`src/sv/ttnd_ram.sv`:
```
// generic single write port ram with registered read
`timescale 1ns / 1ps

module ttnd_ram #(
	parameter int WIDTH = 8,
	parameter int DEPTH = 256
) (
	input  logic                     clk,
	input  logic                     we,
	input  logic [$clog2(DEPTH)-1:0] waddr,
	input  logic [WIDTH-1:0]         wdata,
	input  logic [$clog2(DEPTH)-1:0] raddr,
	output logic [WIDTH-1:0]         rdata
);

	logic [WIDTH-1:0] mem [DEPTH];

	// write port and registered read port
	always_ff @(posedge clk) begin
		if (we) begin
			mem[waddr] <= wdata;
		end
		rdata <= mem[raddr];
	end

endmodule

```
`config.mk`:
```
export PLATFORM = sky130hd
export DESIGN_NAME = ttnd_ram
export DESIGN_NICKNAME = d
export VERILOG_FILES = /design/src/sv/ttnd_ram.sv
export SDC_FILE = /design/constraint.sdc
export NUM_CORES = 2
export LEC_CHECK = 0
export BUFFER_PORTS_ARGS = -buffer_cell sky130_fd_sc_hd__clkbuf_2
export CORE_UTILIZATION = 35
export CTS_CLUSTER_SIZE = 40
export DETAILED_ROUTE_END_ITERATION = 16
export GPL_ROUTABILITY_DRIVEN = 0
export PLACE_DENSITY_LB_ADDON = 0.05
export SETUP_SLACK_MARGIN = 0.02
export SLEW_MARGIN = 10
export SYNTH_ARGS = -nofsm -noshare
export SYNTH_HDL_FRONTEND = slang
export SYNTH_SLANG_ARGS = --single-unit
```
`constraint.sdc`:
```
create_clock -name clk -period 2.32 [get_ports clk]
set_input_delay 0.232 -clock clk [delete_from_list [all_inputs] [get_ports clk]]
set_output_delay 0.232 -clock clk [all_outputs]
set_load 0.005 [all_outputs]
```
; After elaboration in Yosys (flattened, before gate mapping)
; Memory sizes are Yosys's and may differ from the RTL's. A register that Yosys moved wholly into a read port is not among the register bits.
; Cells that the tools add are included.
[op_classes]
mux = 2
[op_table]
columns = cell, count
row1 = $mux W1, 2
[word_totals]
reg_bits = 0
mem_bits_rw = 2048
inputBits = 26
out_inout_bits = 8
n_memories = 1
[mem_list]
columns = name, words, width, rd, rd_clocked_by_memory_dff, write_ports, line
row1 = mem, 256, 8, 1, 1, 1, 16  ; logic [WIDTH-1:0] mem [DEPTH];

; Logic depth before layout (Yosys ltp)
[depth]
depth_word = 2
depth_mapped = 11

; Least setup slack after synthesis
; No wires, ideal clock.
[synth_timing]
path_type = in2reg
start = in raddr[0]
end = reg rdata[2] (read register of mem)
setup_time_ps = 131
t_arrival_ps = 2039
required_time_ps = 2189
path_slack_ps = 150
cell_stages = 9
n_path_buf = 4
path_cell_list = buf_6 buf_12 buf_8 buf_2 mux4_2 a22oi_1 a21oi_1 nor4_1 nor4_2
[synth_lines]
columns = item, line
row1 = start: declaration, 12  ; input logic [$clog2(DEPTH)-1:0] raddr,
row2 = end: declaration, 13  ; output logic [WIDTH-1:0] rdata

==> impl_results.md <==
* Fin crit share at 0.979
* Pre-CTS WS at -1420 ps
* Starting Density at 0.353
* R2R Path Start: mem[211][3]
* Iteration-0 DRC count of the detailed router at 3480
* Clk_skew at 31.3 ps
* Worst vdd ir at 794 uV
* Worst-margin pin slew at 1030 ps
* Switch share at 0.217
* Post-Syn Instances at 3733
* IO Port Bufs at 33
* PwrDens at 840 nW/um^2
* CP dominant cell by count: buf_4
* Worst hold path type: in2reg
* Sequential share of power at 0.508
* First-pass GRT wire length at 329000 um
* Final ANT Viol Nets at 0
* Critical-path cell list: mux4_2 > a22o_1 > a221oi_1 > buf_4 > o32ai_1 > nor3_2 > buf_4 > nor4_1
* Root buffer cell: clkbuf_16
* Vias/cell at 5.30
* Switching power at 0.0175 W
* Layout net count at 4450
* Final setup margin at 48.4 ps
* Final setup viols at 0
* Die X at 479 um
* Slowest CP cell: mux4_2
* I/O pins at 34
* Worst EP arrival at 3020 ps
* Fill count at 19507
* Worst skew pair latency at 860 ps
* Largest net degree at the start of global routing at 94
* Worst Setup SP: mem[211][3]
* Ys async rst share at 0
* Routed via count at 40299
* R2R Setup Slk at 50 ps
* Netlist cell types at 55
* #FFs+latches synth at 2056
* Critical Path End Type: register
* Number of global-route vias before repair at 42758
* Hold Fails Final Rpt at 0
* Max Cap Viol at 0
* Comb pwr share at 0.058
* DP HPWL at 154000 um
* P_int at 0.0631 W
* Share of cells above drive strength 1 at 0.330
* WL final at 233000 um
* DRC errors left at 0
* # rows at 174
* GRT Total Usage at 0.205
* Max-slew violations at 0
* Tmin final at 2270 ps
* Lkg Pwr at 30.8 nW
* Register area share after synthesis at 0.775
* Clock Path Buffers at 3
* Fmax at 440 MHz
* Syn_nets at 3759
* FF-to-FF End: rdata[3]
* Mapped Avg Cell Area at 21.3 sq um
* Syn. warnings at 0
* RSZ-0062 raised after global routing: yes
* Initial antenna violation count at 16
* Inserted Clock Buffers at 223
* Drt first pass iters at 5
* Run status: completed
* DR WL/cell at 30.7 um
* H-tree lvl count at 4
* Final setup TNS at 0 ps
* Slowest stage delay, CP at 480 ps
* Slew margin rel. at 0.310
* Crit Path Class: reg2reg
* Mapped Area at 79600 sq um
* Final global-route overflow total at 0
* Clk sinks at 2056
* Core Area at 225000 sq um
* Die area at 229000 sq um
* CTS clock-pin slew for the worst setup and hold paths at 60 ps
* Area Growth Syn to Fin at 20.7%
* CTS tree: done
* Worst-path fanout max at 1
* CP required at 3070 ps
* Main synth FF type: edfxtp_1
* CP Launch Type: register
* Die Y at 479 um
* Post-synth EDFFs at 2048
* Worst-case reg-to-reg path depth at 8
* Critical Path Sink: rdata[3]
* Clock group share of total power at 0.434
[registers in the layout, indices dropped and copies added, names as in the netlist]
signal and flops:
rdata 8, mem 2048
[critical path, delay by kind of cell (launching register included)]
kind                   cells  cell delay [ps]
DFF                        1              370
buffers and inverters      2              400
muxes                      1              480
and+or+nand+nor            2              270
AOI/OAI and AO/OA          3              630
[what timing repair did]
| action | in CTS | in global routing |
|---|---|---|
| endpoints found under the setup margin | 8 | 8 |
| pin swaps | 14 | 8 |
| hold buffers | 9 | 0 |
| hold endpoints to repair | 478 | 0 |
| resized for setup | 35 | 10 |
| buffers inserted | 0 | 0 |
[cells in the mapped netlist, types with 13 or more instances]
cell / count / share of area
nor4_1: 24 / 0.0019
nor2_1: 282 / 0.013
o22ai_1: 28 / 0.0022
clkbuf_1: 111 / 0.0052
nand3_1: 34 / 0.0021
a22oi_1: 133 / 0.013
a221oi_1: 13 / 0.0014
a211oi_1: 16 / 0.0015
buf_1: 22 / 0.0010
o221ai_1: 46 / 0.0051
buf_8: 13 / 0.0025
nand2_1: 33 / 0.0016
mux2i_1: 134 / 0.017
a21oi_1: 96 / 0.0060
nor2b_1: 31 / 0.0024
buf_2: 31 / 0.0020
nor3_1: 22 / 0.0014
buf_4: 27 / 0.0025
edfxtp_1: 2048 / 0.77
mux4_2: 454 / 0.13
buf_6: 21 / 0.0030
[logic make-up (layout without fill, tap and decap cells)]
group           count (synthesis)  after routing  share of synthesized area
buf+inv                       235           1114                     0.0183
other cells                     0              3                          0
mux                           591            591                      0.146
flops                        2056           2056                      0.775
simple gates                  466            466                     0.0263
compound gates                385            385                     0.0342
[power groups by stage]
stage / Sequential, W / Combinational, W / Clock [W]
2_1_floorplan: 0.0418 / 0.00199 / 0
3_3_place_gp: 0.0418 / 0.00465 / 0
3_5_place_dp: 0.0418 / 0.00472 / 0
4_1_cts: 0.0410 / 0.00479 / 0.0358
5_1_grt: 0.0410 / 0.00497 / 0.0370
6_report: 0.0410 / 0.00468 / 0.0350
[per-layer routing]
layer | wire [um] | share of wire | vias up | global-route usage
li1 | - | - | 17136 | -
met1 | 100000 | 0.43 | 21719 | 0.277
met2 | 114000 | 0.49 | 1133 | 0.337
met3 | 13300 | 0.057 | 299 | 0.0381
met4 | 5870 | 0.025 | 12 | 0.0586
met5 | 83 | 0.00036 | - | 0
[worst min path at each step]
stage	from	endpoint	slack, ps	depth (start not counted)
6_report	waddr[0]	mem[163][7]	80	4
5_1_grt	raddr[4]	rdata[6]	60	5
4_1_cts	waddr[0]	mem[163][2]	1	4
3_5_place_dp	wdata[6]	mem[217][6]	640	1
3_3_place_gp	wdata[6]	mem[217][6]	630	1
2_1_floorplan	wdata[0]	mem[0][0]	330	0
[final cells by class]
type                       instances  area [sq um]  area share
clock buffer                     259          5820      0.0606
inverter                           2          7.51   0.0000782
multi-input combinational       1442         16700       0.174
antenna                            3          7.51   0.0000782
timing repair buffer             699          6650      0.0693
clock inverter                   154          1380      0.0144
sequential                      2056         61700       0.642
tap                             2992          3740      0.0390
[cell usage in the layout, fill, tap and decap left out, types with 5 or more instances in the layout]
master and count:
clkinv_1 55, and2_1 6, dfxtp_1 8, o221ai_1 46, clkinvlp_4 7, nor2_4 5
nand4_1 10, buf_12 108, mux4_2 454, bufinv_16 22, a221oi_1 11, buf_4 549
clkbuf_1 31, a21oi_1 93, inv_6 7, nor2_1 275, buf_8 10, clkinv_2 57
nand3_1 34, nand2b_1 8, mux2i_1 134, o22ai_1 28, clkbuf_2 21, o21ai_0 10
a211oi_1 16, nand2_1 33, nor3_1 15, nor4_1 11, a22oi_1 131, nor2b_1 28
o211ai_1 10, o22a_1 5, a22o_1 8, nor4_2 13, edfxtp_1 2048, dlygate4sd3_1 9
clkbuf_16 228
[stage by stage]
stage / total power (W) / instances / area (sq um) / utilization / hold WS [ps]
CTS: 0.0816 / 7604 / 95900 / 0.426 / 1.30
detailed placement: 0.0465 / 7184 / 88500 / 0.393 / 639
global placement: 0.0464 / 7184 / 88500 / 0.393 / 631
floorplan: 0.0438 / 3733 / 79600 / - / 331
global route: 0.0830 / 7606 / 96000 / 0.426 / 63.7
finish: 0.0807 / 7607 / 96000 / 0.426 / 84.9
No activity file was read; power rests on OpenSTA's default activity.
